$ cat src/rtl/rtpg_pkg.sv
`timescale 1ns / 1ps
`default_nettype none

package rtpg_pkg;

    localparam int DEF_COORD_BITS = 12;
    localparam int PHASE_W = 12;
    localparam int SIZE_W = 13;
    localparam int MODE_W = 3;
    localparam int RGB_W = 24;
    localparam int CFG_IDX_W = 3;
    localparam int CFG_DATA_W = 24;

    localparam logic [CFG_IDX_W-1:0] REG_PATTERN_MODE = 3'd0;
    localparam logic [CFG_IDX_W-1:0] REG_LINE_PITCH = 3'd1;
    localparam logic [CFG_IDX_W-1:0] REG_H_OFFSET = 3'd2;
    localparam logic [CFG_IDX_W-1:0] REG_V_OFFSET = 3'd3;
    localparam logic [CFG_IDX_W-1:0] REG_FG_RGB = 3'd4;
    localparam logic [CFG_IDX_W-1:0] REG_FRAME_WIDTH = 3'd5;
    localparam logic [CFG_IDX_W-1:0] REG_FRAME_HEIGHT = 3'd6;

    localparam logic [MODE_W-1:0] MODE_SOLID = 3'd0;
    localparam logic [MODE_W-1:0] MODE_VLINES = 3'd1;
    localparam logic [MODE_W-1:0] MODE_HLINES = 3'd2;
    localparam logic [MODE_W-1:0] MODE_XHATCH = 3'd3;
    localparam logic [MODE_W-1:0] MODE_DOTS = 3'd4;
    localparam logic [MODE_W-1:0] MODE_DIAG = 3'd5;

    localparam logic [MODE_W-1:0] RST_MODE = MODE_XHATCH;
    localparam logic [PHASE_W-1:0] RST_PITCH = 12'd32;
    localparam logic [RGB_W-1:0] RST_FG_RGB = 24'hFF0000;
    localparam logic [SIZE_W-1:0] RST_WIDTH = 13'd640;
    localparam logic [SIZE_W-1:0] RST_HEIGHT = 13'd480;

    typedef struct packed {
        logic [PHASE_W-1:0] col_phase;
        logic [PHASE_W-1:0] row_phase;
        logic [PHASE_W-1:0] sum_phase;
        logic [PHASE_W-1:0] diff_phase;
        logic               last_col;
        logic               last_row;
    } t_pos;

    typedef struct packed {
        logic [RGB_W-1:0] rgb;
        logic             lit;
        logic             line_end;
        logic             frame_end;
    } t_result;

    function automatic logic [PHASE_W-1:0] eff_pitch(input logic [PHASE_W-1:0] p);
        return (p == '0) ? PHASE_W'(1) : p;
    endfunction

    function automatic logic [PHASE_W-1:0] phase_up(input logic [PHASE_W-1:0] ph,
                                                    input logic [PHASE_W-1:0] p);
        logic [PHASE_W:0] s;
        s = {1'b0, ph} + (PHASE_W+1)'(1);
        return (s >= {1'b0, p}) ? '0 : s[PHASE_W-1:0];
    endfunction

    function automatic logic [PHASE_W-1:0] phase_down(input logic [PHASE_W-1:0] ph,
                                                      input logic [PHASE_W-1:0] p);
        return ((ph == '0) || (ph >= p)) ? (p - PHASE_W'(1)) : (ph - PHASE_W'(1));
    endfunction

endpackage

`default_nettype wire

$ cat src/rtl/rtpg_raster.sv
`timescale 1ns / 1ps
`default_nettype none

module rtpg_raster #(
    parameter int COORD_BITS = rtpg_pkg::DEF_COORD_BITS
) (
    input  wire                              i_clk,
    input  wire                              i_rst_n,
    input  wire                              i_advance,
    input  wire                              i_restart,
    input  wire [rtpg_pkg::PHASE_W-1:0]      i_pitch,
    input  wire [rtpg_pkg::SIZE_W-1:0]       i_frame_width,
    input  wire [rtpg_pkg::SIZE_W-1:0]       i_frame_height,
    output rtpg_pkg::t_pos                   o_pos
);
    import rtpg_pkg::*;

    localparam int CMP_W = (COORD_BITS > SIZE_W) ? COORD_BITS : SIZE_W;

    logic [COORD_BITS-1:0] r_col, n_col, r_row, n_row;
    logic [PHASE_W-1:0]    r_col_ph, n_col_ph, r_row_ph, n_row_ph;
    logic [PHASE_W-1:0]    r_sum_ph, n_sum_ph, r_diff_ph, n_diff_ph;
    logic [PHASE_W-1:0]    r_rds, n_rds;

    logic [COORD_BITS-1:0] w_col, w_row;
    logic [PHASE_W-1:0]    w_col_ph, w_row_ph, w_sum_ph, w_diff_ph, w_rds;
    logic [PHASE_W-1:0]    w_p, w_row_ph_up, w_rds_dn;
    logic [SIZE_W-1:0]     w_wlim, w_hlim;
    logic                  w_last_col, w_last_row;

    always_comb begin
        w_col     = i_restart ? '0 : r_col;
        w_row     = i_restart ? '0 : r_row;
        w_col_ph  = i_restart ? '0 : r_col_ph;
        w_row_ph  = i_restart ? '0 : r_row_ph;
        w_sum_ph  = i_restart ? '0 : r_sum_ph;
        w_diff_ph = i_restart ? '0 : r_diff_ph;
        w_rds     = i_restart ? '0 : r_rds;
        w_p       = eff_pitch(i_pitch);
        w_wlim    = i_frame_width - SIZE_W'(1);
        w_hlim    = i_frame_height - SIZE_W'(1);
        w_last_col = (CMP_W'(w_col) == CMP_W'(w_wlim)) || (&w_col);
        w_last_row = (CMP_W'(w_row) == CMP_W'(w_hlim)) || (&w_row);
        w_row_ph_up = phase_up(w_row_ph, w_p);
        w_rds_dn    = phase_down(w_rds, w_p);
    end

    always_comb begin
        o_pos.col_phase  = w_col_ph;
        o_pos.row_phase  = w_row_ph;
        o_pos.sum_phase  = w_sum_ph;
        o_pos.diff_phase = w_diff_ph;
        o_pos.last_col   = w_last_col;
        o_pos.last_row   = w_last_row;
    end

    always_comb begin
        n_col     = w_col;
        n_row     = w_row;
        n_col_ph  = w_col_ph;
        n_row_ph  = w_row_ph;
        n_sum_ph  = w_sum_ph;
        n_diff_ph = w_diff_ph;
        n_rds     = w_rds;
        priority if (!w_last_col) begin
            n_col     = w_col + COORD_BITS'(1);
            n_col_ph  = phase_up(w_col_ph, w_p);
            n_sum_ph  = phase_up(w_sum_ph, w_p);
            n_diff_ph = phase_up(w_diff_ph, w_p);
        end else if (w_last_row) begin
            n_col     = '0;
            n_row     = '0;
            n_col_ph  = '0;
            n_row_ph  = '0;
            n_sum_ph  = '0;
            n_diff_ph = '0;
            n_rds     = '0;
        end else begin
            n_col     = '0;
            n_col_ph  = '0;
            n_row     = w_row + COORD_BITS'(1);
            n_row_ph  = w_row_ph_up;
            n_rds     = w_rds_dn;
            n_sum_ph  = w_row_ph_up;
            n_diff_ph = w_rds_dn;
        end
    end

    always_ff @(posedge i_clk) begin
        if (!i_rst_n) begin
            r_col     <= '0;
            r_row     <= '0;
            r_col_ph  <= '0;
            r_row_ph  <= '0;
            r_sum_ph  <= '0;
            r_diff_ph <= '0;
            r_rds     <= '0;
        end else if (i_advance) begin
            r_col     <= n_col;
            r_row     <= n_row;
            r_col_ph  <= n_col_ph;
            r_row_ph  <= n_row_ph;
            r_sum_ph  <= n_sum_ph;
            r_diff_ph <= n_diff_ph;
            r_rds     <= n_rds;
        end
    end

endmodule

`default_nettype wire

$ cat src/rtl/rtpg_pattern.sv
`timescale 1ns / 1ps
`default_nettype none

module rtpg_pattern (
    input  wire rtpg_pkg::t_pos             i_pos,
    input  wire [rtpg_pkg::MODE_W-1:0]      i_mode,
    input  wire [rtpg_pkg::PHASE_W-1:0]     i_pitch,
    input  wire [rtpg_pkg::PHASE_W-1:0]     i_h_offset,
    input  wire [rtpg_pkg::PHASE_W-1:0]     i_v_offset,
    input  wire [rtpg_pkg::RGB_W-1:0]       i_fg_rgb,
    output rtpg_pkg::t_result               o_result
);
    import rtpg_pkg::*;

    logic [PHASE_W-1:0] w_p, w_st, w_dt;
    logic [PHASE_W:0]   w_sum, w_sum_red, w_dt_full;
    logic               w_h_ok, w_v_ok, w_vl, w_hl, w_dg, w_lit;

    always_comb begin
        w_p    = eff_pitch(i_pitch);
        w_h_ok = i_h_offset < w_p;
        w_v_ok = i_v_offset < w_p;

        w_sum     = {1'b0, i_h_offset} + {1'b0, i_v_offset};
        w_sum_red = (w_sum >= {1'b0, w_p}) ? (w_sum - {1'b0, w_p}) : w_sum;
        w_st      = w_sum_red[PHASE_W-1:0];
        w_dt_full = (i_h_offset >= i_v_offset)
                  ? ({1'b0, i_h_offset} - {1'b0, i_v_offset})
                  : ({1'b0, i_h_offset} + {1'b0, w_p} - {1'b0, i_v_offset});
        w_dt      = w_dt_full[PHASE_W-1:0];

        w_vl = w_h_ok && (i_pos.col_phase == i_h_offset);
        w_hl = w_v_ok && (i_pos.row_phase == i_v_offset);
        w_dg = w_h_ok && w_v_ok &&
               ((i_pos.sum_phase == w_st) || (i_pos.diff_phase == w_dt));

        unique case (i_mode)
            MODE_SOLID:  w_lit = 1'b1;
            MODE_VLINES: w_lit = w_vl;
            MODE_HLINES: w_lit = w_hl;
            MODE_XHATCH: w_lit = w_vl || w_hl;
            MODE_DOTS:   w_lit = w_vl && w_hl;
            MODE_DIAG:   w_lit = w_dg;
            default:     w_lit = 1'b0;
        endcase

        o_result.rgb       = w_lit ? i_fg_rgb : '0;
        o_result.lit       = w_lit;
        o_result.line_end  = i_pos.last_col;
        o_result.frame_end = i_pos.last_col && i_pos.last_row;
    end

endmodule

`default_nettype wire

$ cat src/rtl/raster_test_pattern_generator.sv
// Raster test pattern generator.
// Input channel (i_valid / o_stall): each item is one pixel clock tick;
// i_restart_frame set restarts at pixel 0,0, clear takes the next pixel.
// Output channel (o_valid / i_stall): one pixel per input item, in raster
// order, with its color, lit flag, and line/frame end markers.
// Each accepted pixel goes to the output register, or to the skid register.
// Throughput: 1 item per cycle while the receiver takes results; the pixel is
// computed in one pass from the raster and phase counters into the register.
// When the receiver stalls, one further item is taken into a skid register,
// then o_stall rises until the output register drains.
// Configuration: i_cfg_wr_en writes i_cfg_wr_data into register
// i_cfg_index (mode, pitch, offsets, color, width, height); change it only
// when no item is in flight. Changes apply from the next pixel.
// Reset (synchronous, active low): registers return to crosshatch, pitch 32,
// red, 640x480; counters go to pixel 0,0; both output slots empty.
`timescale 1ns / 1ps
`default_nettype none

module raster_test_pattern_generator #(
    parameter int COORD_BITS = rtpg_pkg::DEF_COORD_BITS
) (
    input  wire                               i_clk,
    input  wire                               i_rst_n,
    input  wire                               i_cfg_wr_en,
    input  wire [rtpg_pkg::CFG_IDX_W-1:0]     i_cfg_index,
    input  wire [rtpg_pkg::CFG_DATA_W-1:0]    i_cfg_wr_data,
    input  wire                               i_valid,
    output logic                              o_stall,
    input  wire                               i_restart_frame,
    output logic                              o_valid,
    input  wire                               i_stall,
    output logic [rtpg_pkg::RGB_W-1:0]        o_pixel_rgb,
    output logic                              o_pixel_lit,
    output logic                              o_line_end,
    output logic                              o_frame_end
);
    import rtpg_pkg::*;

    logic [MODE_W-1:0]  r_mode;
    logic [PHASE_W-1:0] r_pitch, r_h_off, r_v_off;
    logic [RGB_W-1:0]   r_fg;
    logic [SIZE_W-1:0]  r_width, r_height;

    t_pos    w_pos;
    t_result w_result;
    t_result r_out, r_skid;
    logic    r_out_valid, r_skid_valid;
    logic    w_accept, w_take, w_out_free;

    always_ff @(posedge i_clk) begin
        if (!i_rst_n) begin
            r_mode   <= RST_MODE;
            r_pitch  <= RST_PITCH;
            r_h_off  <= '0;
            r_v_off  <= '0;
            r_fg     <= RST_FG_RGB;
            r_width  <= RST_WIDTH;
            r_height <= RST_HEIGHT;
        end else if (i_cfg_wr_en) begin
            unique case (i_cfg_index)
                REG_PATTERN_MODE: r_mode   <= i_cfg_wr_data[MODE_W-1:0];
                REG_LINE_PITCH:   r_pitch  <= i_cfg_wr_data[PHASE_W-1:0];
                REG_H_OFFSET:     r_h_off  <= i_cfg_wr_data[PHASE_W-1:0];
                REG_V_OFFSET:     r_v_off  <= i_cfg_wr_data[PHASE_W-1:0];
                REG_FG_RGB:       r_fg     <= i_cfg_wr_data[RGB_W-1:0];
                REG_FRAME_WIDTH:  r_width  <= i_cfg_wr_data[SIZE_W-1:0];
                REG_FRAME_HEIGHT: r_height <= i_cfg_wr_data[SIZE_W-1:0];
                default: ;
            endcase
        end
    end

    assign o_stall    = r_skid_valid;
    assign w_accept   = i_valid && !r_skid_valid;
    assign w_take     = r_out_valid && !i_stall;
    assign w_out_free = !r_out_valid || w_take;

    rtpg_raster #(
        .COORD_BITS(COORD_BITS)
    ) u_raster (
        .i_clk          (i_clk),
        .i_rst_n        (i_rst_n),
        .i_advance      (w_accept),
        .i_restart      (i_restart_frame),
        .i_pitch        (r_pitch),
        .i_frame_width  (r_width),
        .i_frame_height (r_height),
        .o_pos          (w_pos)
    );

    rtpg_pattern u_pattern (
        .i_pos      (w_pos),
        .i_mode     (r_mode),
        .i_pitch    (r_pitch),
        .i_h_offset (r_h_off),
        .i_v_offset (r_v_off),
        .i_fg_rgb   (r_fg),
        .o_result   (w_result)
    );

    always_ff @(posedge i_clk) begin
        if (!i_rst_n) begin
            r_out_valid  <= 1'b0;
            r_skid_valid <= 1'b0;
        end else if (w_out_free) begin
            r_out_valid  <= r_skid_valid || w_accept;
            r_skid_valid <= 1'b0;
        end else if (w_accept) begin
            r_skid_valid <= 1'b1;
        end
    end

    always_ff @(posedge i_clk) begin
        if (w_out_free) begin
            r_out <= r_skid_valid ? r_skid : w_result;
        end else if (w_accept) begin
            r_skid <= w_result;
        end
    end

    assign o_valid     = r_out_valid;
    assign o_pixel_rgb = r_out.rgb;
    assign o_pixel_lit = r_out.lit;
    assign o_line_end  = r_out.line_end;
    assign o_frame_end = r_out.frame_end;

`ifndef NO_ASSERTIONS
    a_skid_behind_out: assert property (@(posedge i_clk) disable iff (!i_rst_n)
        r_skid_valid |-> r_out_valid)
        else $error("skid holds an item while output register is empty");

    a_frame_end_line_end: assert property (@(posedge i_clk) disable iff (!i_rst_n)
        (o_valid && o_frame_end) |-> o_line_end)
        else $error("frame end without line end");

    a_dark_is_black: assert property (@(posedge i_clk) disable iff (!i_rst_n)
        (o_valid && !o_pixel_lit) |-> (o_pixel_rgb == '0))
        else $error("unlit pixel carries color");

    a_skid_fills: assert property (@(posedge i_clk) disable iff (!i_rst_n)
        (r_out_valid && i_stall && w_accept) |=> (r_skid_valid && r_out_valid))
        else $error("item accepted under stall was not kept in skid");
`endif

endmodule

`default_nettype wire
$ cat config.mk
export PLATFORM = sky130hd
export DESIGN_NAME = raster_test_pattern_generator
export DESIGN_NICKNAME = d
export VERILOG_FILES = /design/src/rtl/rtpg_pkg.sv /design/src/rtl/rtpg_raster.sv /design/src/rtl/rtpg_pattern.sv /design/src/rtl/raster_test_pattern_generator.sv
export SDC_FILE = /design/constraint.sdc
export NUM_CORES = 1
export LEC_CHECK = 0
export BUFFER_PORTS_ARGS = -buffer_cell sky130_fd_sc_hd__clkbuf_2
export CAP_MARGIN = 0
export CORE_MARGIN = 8
export CORE_UTILIZATION = 55
export DETAILED_ROUTE_END_ITERATION = 8
export PLACE_DENSITY = 0.84
export SETUP_SLACK_MARGIN = 0.02
export SYNTH_ARGS = -nofsm -noshare
export SYNTH_HDL_FRONTEND = slang
export SYNTH_HIERARCHICAL = 1
export SYNTH_SLANG_ARGS = --single-unit
$ cat constraint.sdc
create_clock -name i_clk -period 8.65 [get_ports i_clk]
set_input_delay 0 -clock i_clk [delete_from_list [all_inputs] [get_ports i_clk]]
set_output_delay 0 -clock i_clk [all_outputs]
set_load 0.05 [all_outputs]
==> out/qor.csv, run 1 <==
metric,value,unit
crit path cell chain,ha_1 > inv_1 > fa_1 > or2_4 > a221oi_4 > o22ai_4 > o311ai_4 > xnor2_1 > ha_1 > nand2_1 > o41a_1 > a31o_2 > nand2_2 > mux2_4 > a2111oi_2 > a32oi_2 > buf_4 > a21boi_0 > mux2_2,
port buffer count,61,
Die ar.,0.03835,mm²
Final Power,2.955,mW
H-tree levels,1,
pwr dens,152.6,mW/mm²
Fin. Hold Viols,0,
vias in the first global route,15490,
Iter 0 DRT Violations,1784,
CORE AREA,0.03221,mm²
global-route wire length before repair,85500,µm
Sequential Power Share,0.398,
power share of the combinational group,0.215,
layout cells sized above 1,0.09660,
I/O pin total,62,
RePlAce Congestion,0.9789,
Worst EP arrival,6.02,ns
Max Clock Skew,0.01320,ns
most common flop cell mapped by yosys,dfxtp_1,
TritonCTS clock tree,built,
asr flop ratio synth,0,
"top cells by area, synth","dfxtp_1 (20%), ha_1 (9.8%), edfxtp_1 (9.1%)",
fin cells,2499,
Worst VDD drop,0.0001349,V
pin count of the biggest net entering global routing,91,
Syn Inst Count,2044,
Synth cell types,111,
total number of vias,16050,
Sw Ratio,0.3013,
Worst EP required,9.05,ns
worst-skew pair later-pin latency,0.53,ns
YS warnings,6,
Place WS,3.199,ns
Rows,66,
Initial DRT Pass Iterations,6,
post-synthesis sequential area ratio,0.2881,
top cell type's share of synthesized area,0.1969,
"Top cell by count, worst path",ha_1,
internal power,2.064,mW
Final ANT Viol Nets,0,
Via density,6.423,
max incr delay on CP,0.48,ns
sw power,0.8904,mW
P&R area growth vs syn,8.834,%
Mapped Area,0.01779,mm²
outcome,"complete, no violations",
Sink Count,229,
Die Span X,195.8,µm
most common cell in the synthesized netlist,nand2_1,
"CTS clk-pin slew, worst paths",0.06,ns
DP HPWL,39650,µm
Worst Path Max Fanout,25,
clock buffer count from CTS,26,
Clock power frac,0.387,
Post-Syn Nets,2231,
GRT Resource Usage Total,0.2747,
Final Cycle Share,0.6498,
#FFs+latches synth,229,
DR WL/cell,21.86,µm
Post-synth EDFFs,54,
post-CTS setup buffers,0,
Rel. slew slack,0.1742,
clk buf depth,3,
Antenna Cells,0,
drt total wl,54630,µm
endpoints failing setup,0,
"Slew Viols, Final",0,
initial antenna violation count,0,
Worst Max-Slew Pin Slew,1.237,ns
Hold Path Class,in -> reg,
cts hold-fix bufs,26,
Pleak,8.025,nW
Layout Nets,2259,
Resize count post-CTS,0,
Fin Setup TNS,0,ns
Starting Density,0.5523,
fin crit period,5.621,ns
Critical Path End Type,flip-flop,
crit start category,flip-flop,
critical path type,reg -> reg,
Placed Cells,2426,
drt drc,0,
CP max stage cell,dfxtp_1,
Die Y,195.8,µm
RSZ-0062 raised after global routing,false,
"area leader, netlist",dfxtp_1,
Setup WS post-layout,3.029,ns
most frequent cells after synthesis,"nand2_1 (211), dfxtp_1 (175), ha_1 (140)",
grt total ovfl,0,
clock root cell,clkbuf_16,
Highest Clock Rate,177.9,MHz
max-capacitance violation count,0,
Mapped Avg Cell Area,8.703,µm²
-- power groups by stage --
stage | clock network [mW] | registers (mW) | logic [mW]
floorplan | 0 | 1.25 | 0.401
global placement | 0 | 1.19 | 0.594
detailed placement | 0 | 1.20 | 0.605
CTS | 1.14 | 1.17 | 0.618
global route | 1.20 | 1.18 | 0.681
finish | 1.14 | 1.17 | 0.635
-- state kept, by name, indices dropped and copies added (netlist names), 3 cells and up --
| name | count |
|---|---|
| r_skid | 27 |
| o_pixel_rgb | 24 |
| r_fg | 24 |
| r_height | 13 |
| r_width | 13 |
| r_h_off | 12 |
| r_pitch | 12 |
| r_v_off | 12 |
| u_raster/r_col | 12 |
| u_raster/r_col_ph | 12 |
| u_raster/r_diff_ph | 12 |
| u_raster/r_rds | 12 |
| u_raster/r_row | 12 |
| u_raster/r_row_ph | 12 |
| u_raster/r_sum_ph | 12 |
| r_mode | 3 |
-- final cells by class --
cell class	count	area, µm²
Clock buffer	40	795.8
Clock inverter	7	91.34
Fill cell	2654	12850
Inverter	122	457.9
Multi-Input combinational cell	1594	11720
Sequential cell	229	5125
Tap cell	408	510.5
Timing Repair Buffer	99	660.6
-- cells by family (layout without fill, tap and decap cells) --
| family | count (synthesis) | in the layout | share of synthesized area |
|---|---|---|---|
| buffers and inverters | 221 | 268 | 0.05339 |
| adder cells (fa/ha/maj) | 154 | 154 | 0.1142 |
| flip-flops | 229 | 229 | 0.2881 |
| AND/OR/NAND/NOR | 711 | 711 | 0.2092 |
| XOR/XNOR | 156 | 156 | 0.08075 |
| multiplexers | 131 | 131 | 0.07625 |
| AO/OA/AOI/OAI | 442 | 442 | 0.1781 |
-- metal layers --
metal | wire length [µm] | global-route usage | vias up
li1 | - | - | 7422
met1 | 22490 | 0.3581 | 7680
met2 | 24460 | 0.4412 | 787
met3 | 5090 | 0.04849 | 163
met4 | 2582 | 0.1210 | 0
met5 | 0 | 0 | -
-- metrics by stage --
stage | util | hold slack [ns] | area, µm²
2_1_floorplan | - | 0.1421 | 17790
3_3_place_gp | 0.5655 | 0.2419 | 18210
3_5_place_dp | 0.5655 | 0.2383 | 18210
4_1_cts | 0.6011 | 0.004862 | 19360
5_1_grt | 0.6011 | 0.03227 | 19360
6_report | 0.6011 | 0.04372 | 19360
-- final timing paths --
path | startpoint | to | slack (ns) | depth (start not counted)
hold reg to reg | u_raster/r_rds[9]$_SDFFE_PN0P_ | u_raster/r_rds[9]$_SDFFE_PN0P_ | 0.46 | 2
hold / removal | i_rst_n | u_raster/r_row[7]$_SDFFE_PN0P_ | 0.04 | 2
setup / recovery | r_h_off[0]$_SDFFE_PN0P_ | o_pixel_rgb[0]$_DFFE_PP_ | 3.03 | 19
setup reg to reg | r_h_off[0]$_SDFFE_PN0P_ | o_pixel_rgb[0]$_DFFE_PP_ | 3.03 | 19
-- cell usage in the layout, fill, tap and decap left out, types with 9 or more instances in the layout --
master / synthesis / final
buf_4: 8 / 14
nor4_1: 24 / 24
a2bb2oi_1: 14 / 14
o21ai_1: 11 / 11
a21oi_1: 87 / 87
dlygate4sd3_1: 0 / 26
a211oi_1: 17 / 17
a22oi_1: 16 / 16
or4_1: 10 / 10
o31ai_1: 21 / 21
nor2b_1: 112 / 111
nand4_1: 34 / 34
nand3_1: 53 / 53
o21ai_0: 75 / 75
clkbuf_16: 0 / 28
inv_1: 120 / 120
a21boi_2: 9 / 9
nand2_1: 211 / 211
a21boi_1: 11 / 11
xnor2_1: 101 / 101
mux2_2: 32 / 32
a21o_1: 29 / 29
edfxtp_1: 54 / 54
o2111ai_1: 11 / 11
dfxtp_1: 175 / 175
o211ai_1: 16 / 16
xor2_1: 50 / 50
nor2_1: 106 / 105
ha_1: 140 / 140
mux2i_1: 98 / 98
a22o_1: 16 / 16
and3_1: 19 / 19
or3_1: 14 / 14
o21bai_1: 10 / 10
clkbuf_2: 0 / 59
fa_1: 14 / 14
nor3_1: 31 / 31
a31oi_1: 14 / 14
nand2b_1: 33 / 33
-- worst max-delay path: cells and delay by family, from the launching register on --
family | cells | cell delay (ns)
compound gates | 8 | 2.48
fa+ha+maj | 3 | 0.98
flops | 1 | 0.48
mux | 2 | 0.54
xor+xnor | 1 | 0.11
simple gates | 3 | 0.51
buf+inv | 2 | 0.33
(Power assumes the default switching activity.)
==> run 2: changes to the inputs <==
--- a/config.mk
+++ b/config.mk
@@ -10,7 +10,7 @@
 export CORE_MARGIN = 8
 export CORE_UTILIZATION = 55
 export DETAILED_ROUTE_END_ITERATION = 8
-export PLACE_DENSITY = 0.84
+export PLACE_DENSITY = 0.87
 export SETUP_SLACK_MARGIN = 0.02
 export SYNTH_ARGS = -nofsm -noshare
 export SYNTH_HDL_FRONTEND = slang
==> constraint.sdc (replaced) <==
create_clock -name i_clk -period 4.85 [get_ports i_clk]
set_input_delay 0 -clock i_clk [delete_from_list [all_inputs] [get_ports i_clk]]
set_output_delay 0 -clock i_clk [all_outputs]
set_load 0.05 [all_outputs]
==> run 2 against run 1 <==
- the flow now finishes with violations (setup timing)
- die area unchanged
- sequential power grew 79%
- global-route usage grew 1.6 points
- clock-buffer cell count shrank 3
- utilization up 3.9 points
- sequential share of layout area shrank 1.6 points
- critical path depth rose by 6
- design area increased by 6.4%
- first-iteration DRC count is 23% higher
- largest power group unchanged
- total power is 86% higher
==> out/qor.csv, run 2 (synthesized netlist as in run 1, its figures left out) <==
metric,value,unit
fin util,0.6397,
CORE AREA,0.03221,mm²
Die Span X,195.8,µm
Rel. slew slack,0.2107,
H-tree levels,1,
Crit path buffers/inverters,9,
pin count of the biggest net entering global routing,97,
I/O pin total,62,
most frequent cells in the layout,"nand2_1 (208), dfxtp_1 (172), ha_1 (137)",
port buffer count,61,
worst r2r src,r_v_off[0]$_SDFFE_PN0P_,
WHS,0.01005,ns
Max Clock Skew,0.01977,ns
Iter 0 DRT Violations,2202,
max-capacitance violation count,0,
Final ANT Viol Nets,0,
Fin Setup TNS,-6.437,ns
Setup WS post-layout,-0.2858,ns
failing checks,setup timing,
layout cells sized above 1,0.1574,
pwr dens,266.2,mW/mm²
R2R cell count,25,
worst-skew pair later-pin latency,0.55,ns
Worst Setup SP,r_v_off[0]$_SDFFE_PN0P_,
drt drc,0,
RSZ-0062 raised after global routing,true,
Worst Path Max Fanout,7,
TritonCTS clock tree,built,
Biggest register,r_skid,
Hold Path Class,in -> reg,
"commonest non-fill, non-tap cell in the layout",nand2_1,
Initial DRT Pass Iterations,8,
Die ar.,0.03835,mm²
CP endpoint,o_pixel_rgb[4]$_DFFE_PP_,
Worst EP arrival,5.43,ns
CP max stage cell,o41a_1,
fill cell count,2404,
RePlAce Congestion,1.032,
Final Power,5.485,mW
r2r endpoint,o_pixel_rgb[4]$_DFFE_PP_,
grt total ovfl,0,
Highest Clock Rate,194.7,MHz
Worst VDD drop,0.0002785,V
initial antenna violation count,1,
Sequential Power Share,0.381,
Post-DP Area,0.01884,mm²
critical path's top delay family,compound AO/OA/AOI/OAI gates,
clock buffer count from CTS,26,
P&R area growth vs syn,15.83,%
Critical Path End Type,flip-flop,
critical path type,reg -> reg,
endpoints failing setup,41,
DR WL/cell,22.75,µm
"CTS clk-pin slew, worst paths",0.06,ns
Worst Max-Slew Pin Slew,1.154,ns
drt total wl,59170,µm
clock root cell,clkbuf_16,
global-route wire length before repair,90200,µm
"Slew Viols, Final",0,
sw power,1.707,mW
Crit path depth,25,
fin area,0.02060,mm²
Fin. Hold Viols,0,
Starting Density,0.5523,
Rows,66,
max FFs per register,27,
Final Cycle Share,1.059,
Sink Count,229,
internal power,3.778,mW
Worst EP required,5.14,ns
total number of vias,17100,
Die Y,195.8,µm
Sw Ratio,0.3112,
Pleak,8.705,nW
vias in the first global route,16510,
"Top cell by count, worst path",buf_6,
Clock power frac,0.377,
power share of the combinational group,0.242,
fin crit period,5.136,ns
crit start category,flip-flop,
max incr delay on CP,0.42,ns
Layout Nets,2360,
DP HPWL,40210,µm
GRT Resource Usage Total,0.2909,
reg2reg setup slack,-0.29,ns
Via density,6.575,
outcome,"complete, but fails checks",
clk buf depth,3,
## run 2: changes by cell type in the layout (fill, tap and decap cells not counted), sizes merged
cell,change
inv,-1
bufinv,-1
buf,+101
clkbuf,-3
clkinv,+2
clkinvlp,+3
diode,+1
## run 2: worst reg2reg max path: stages, from the launching register on
cell	delay (ns)
dfxtp_2	0.35
ha_4	0.14
inv_2	0.03
fa_2	0.33
or2_4	0.27
a221oi_4	0.36
o22ai_4	0.13
buf_4	0.17
xnor2_2	0.16
inv_1	0.07
ha_1	0.29
nand2_1	0.05
o41a_1	0.42
buf_4	0.15
a31oi_4	0.25
buf_6	0.14
buf_6	0.09
a211oi_2	0.03
o211ai_1	0.31
a2111oi_4	0.06
a32oi_2	0.23
buf_6	0.16
buf_6	0.14
buf_12	0.13
a21boi_1	0.10
mux2_4	0.33
## run 2: power groups by stage
stage               logic [mW]  clock network [mW]  registers, mW
detailed placement        1.15                   0           2.12
global placement          1.12                   0           2.12
global route              1.40                2.15           2.10
CTS                       1.20                2.04           2.08
floorplan                0.715                   0           2.23
finish                    1.33                2.07           2.09
## run 2: final cells by class
cell class                      count  area (µm²)  share of cell area
Multi-Input combinational cell   1594       12070              0.5860
Sequential cell                   229        5129              0.2489
Timing Repair Buffer              200        1530             0.07427
Clock buffer                       37       817.0             0.03966
Tap cell                          408       510.5             0.02478
Inverter                          122       457.9             0.02223
Clock inverter                     10       82.58            0.004008
Antenna cell                        1       2.502           0.0001215
## run 2: per-layer routing
| layer | wire length (µm) | vias to the layer above | part of all wire | global-route usage |
|---|---|---|---|---|
| li1 | - | 7627 | - | - |
| met1 | 23200 | 8064 | 0.39 | 0.3694 |
| met2 | 26390 | 1127 | 0.45 | 0.4613 |
| met3 | 5905 | 283 | 0.10 | 0.05072 |
| met4 | 3682 | 0 | 0.062 | 0.1682 |
| met5 | 0 | - | 0 | 0 |
## run 2: what timing repair did
item | in CTS | in global routing
setup endpoints to repair | 50 | 55
pin swaps | 5 | 25
setup buffers | 5 | 11
endpoints found under the hold margin | 52 | 0
cloned | 3 | 0
hold buffers | 26 | 0
gates resized for setup | 30 | 57
## run 2: worst min path at each step
stage | startpoint | endpoint | slack, ns | cells past startpoint
finish | i_rst_n | u_raster/r_row[7]$_SDFFE_PN0P_ | 0.01 | 2
global route | i_cfg_wr_data[3] | r_width[3]$_SDFFE_PN0P_ | 0.03 | 3
CTS | i_rst_n | u_raster/r_row[7]$_SDFFE_PN0P_ | 0.0009 | 2
detailed placement | i_cfg_wr_data[16] | r_fg[16]$_SDFFE_PN1P_ | 0.27 | 3
global placement | i_cfg_wr_data[15] | r_fg[15]$_SDFFE_PN0P_ | 0.24 | 3
floorplan | i_cfg_wr_data[13] | r_fg[13]$_SDFFE_PN0P_ | 0.14 | 2
## run 2: metrics by stage
stage          setup WS, ns  cells
2_1_floorplan       0.02661   2044
3_3_place_gp        -0.2204   2508
3_5_place_dp        -0.3329   2508
4_1_cts             -0.2369   2589
5_1_grt             -0.4964   2601
6_report            -0.2858   2601
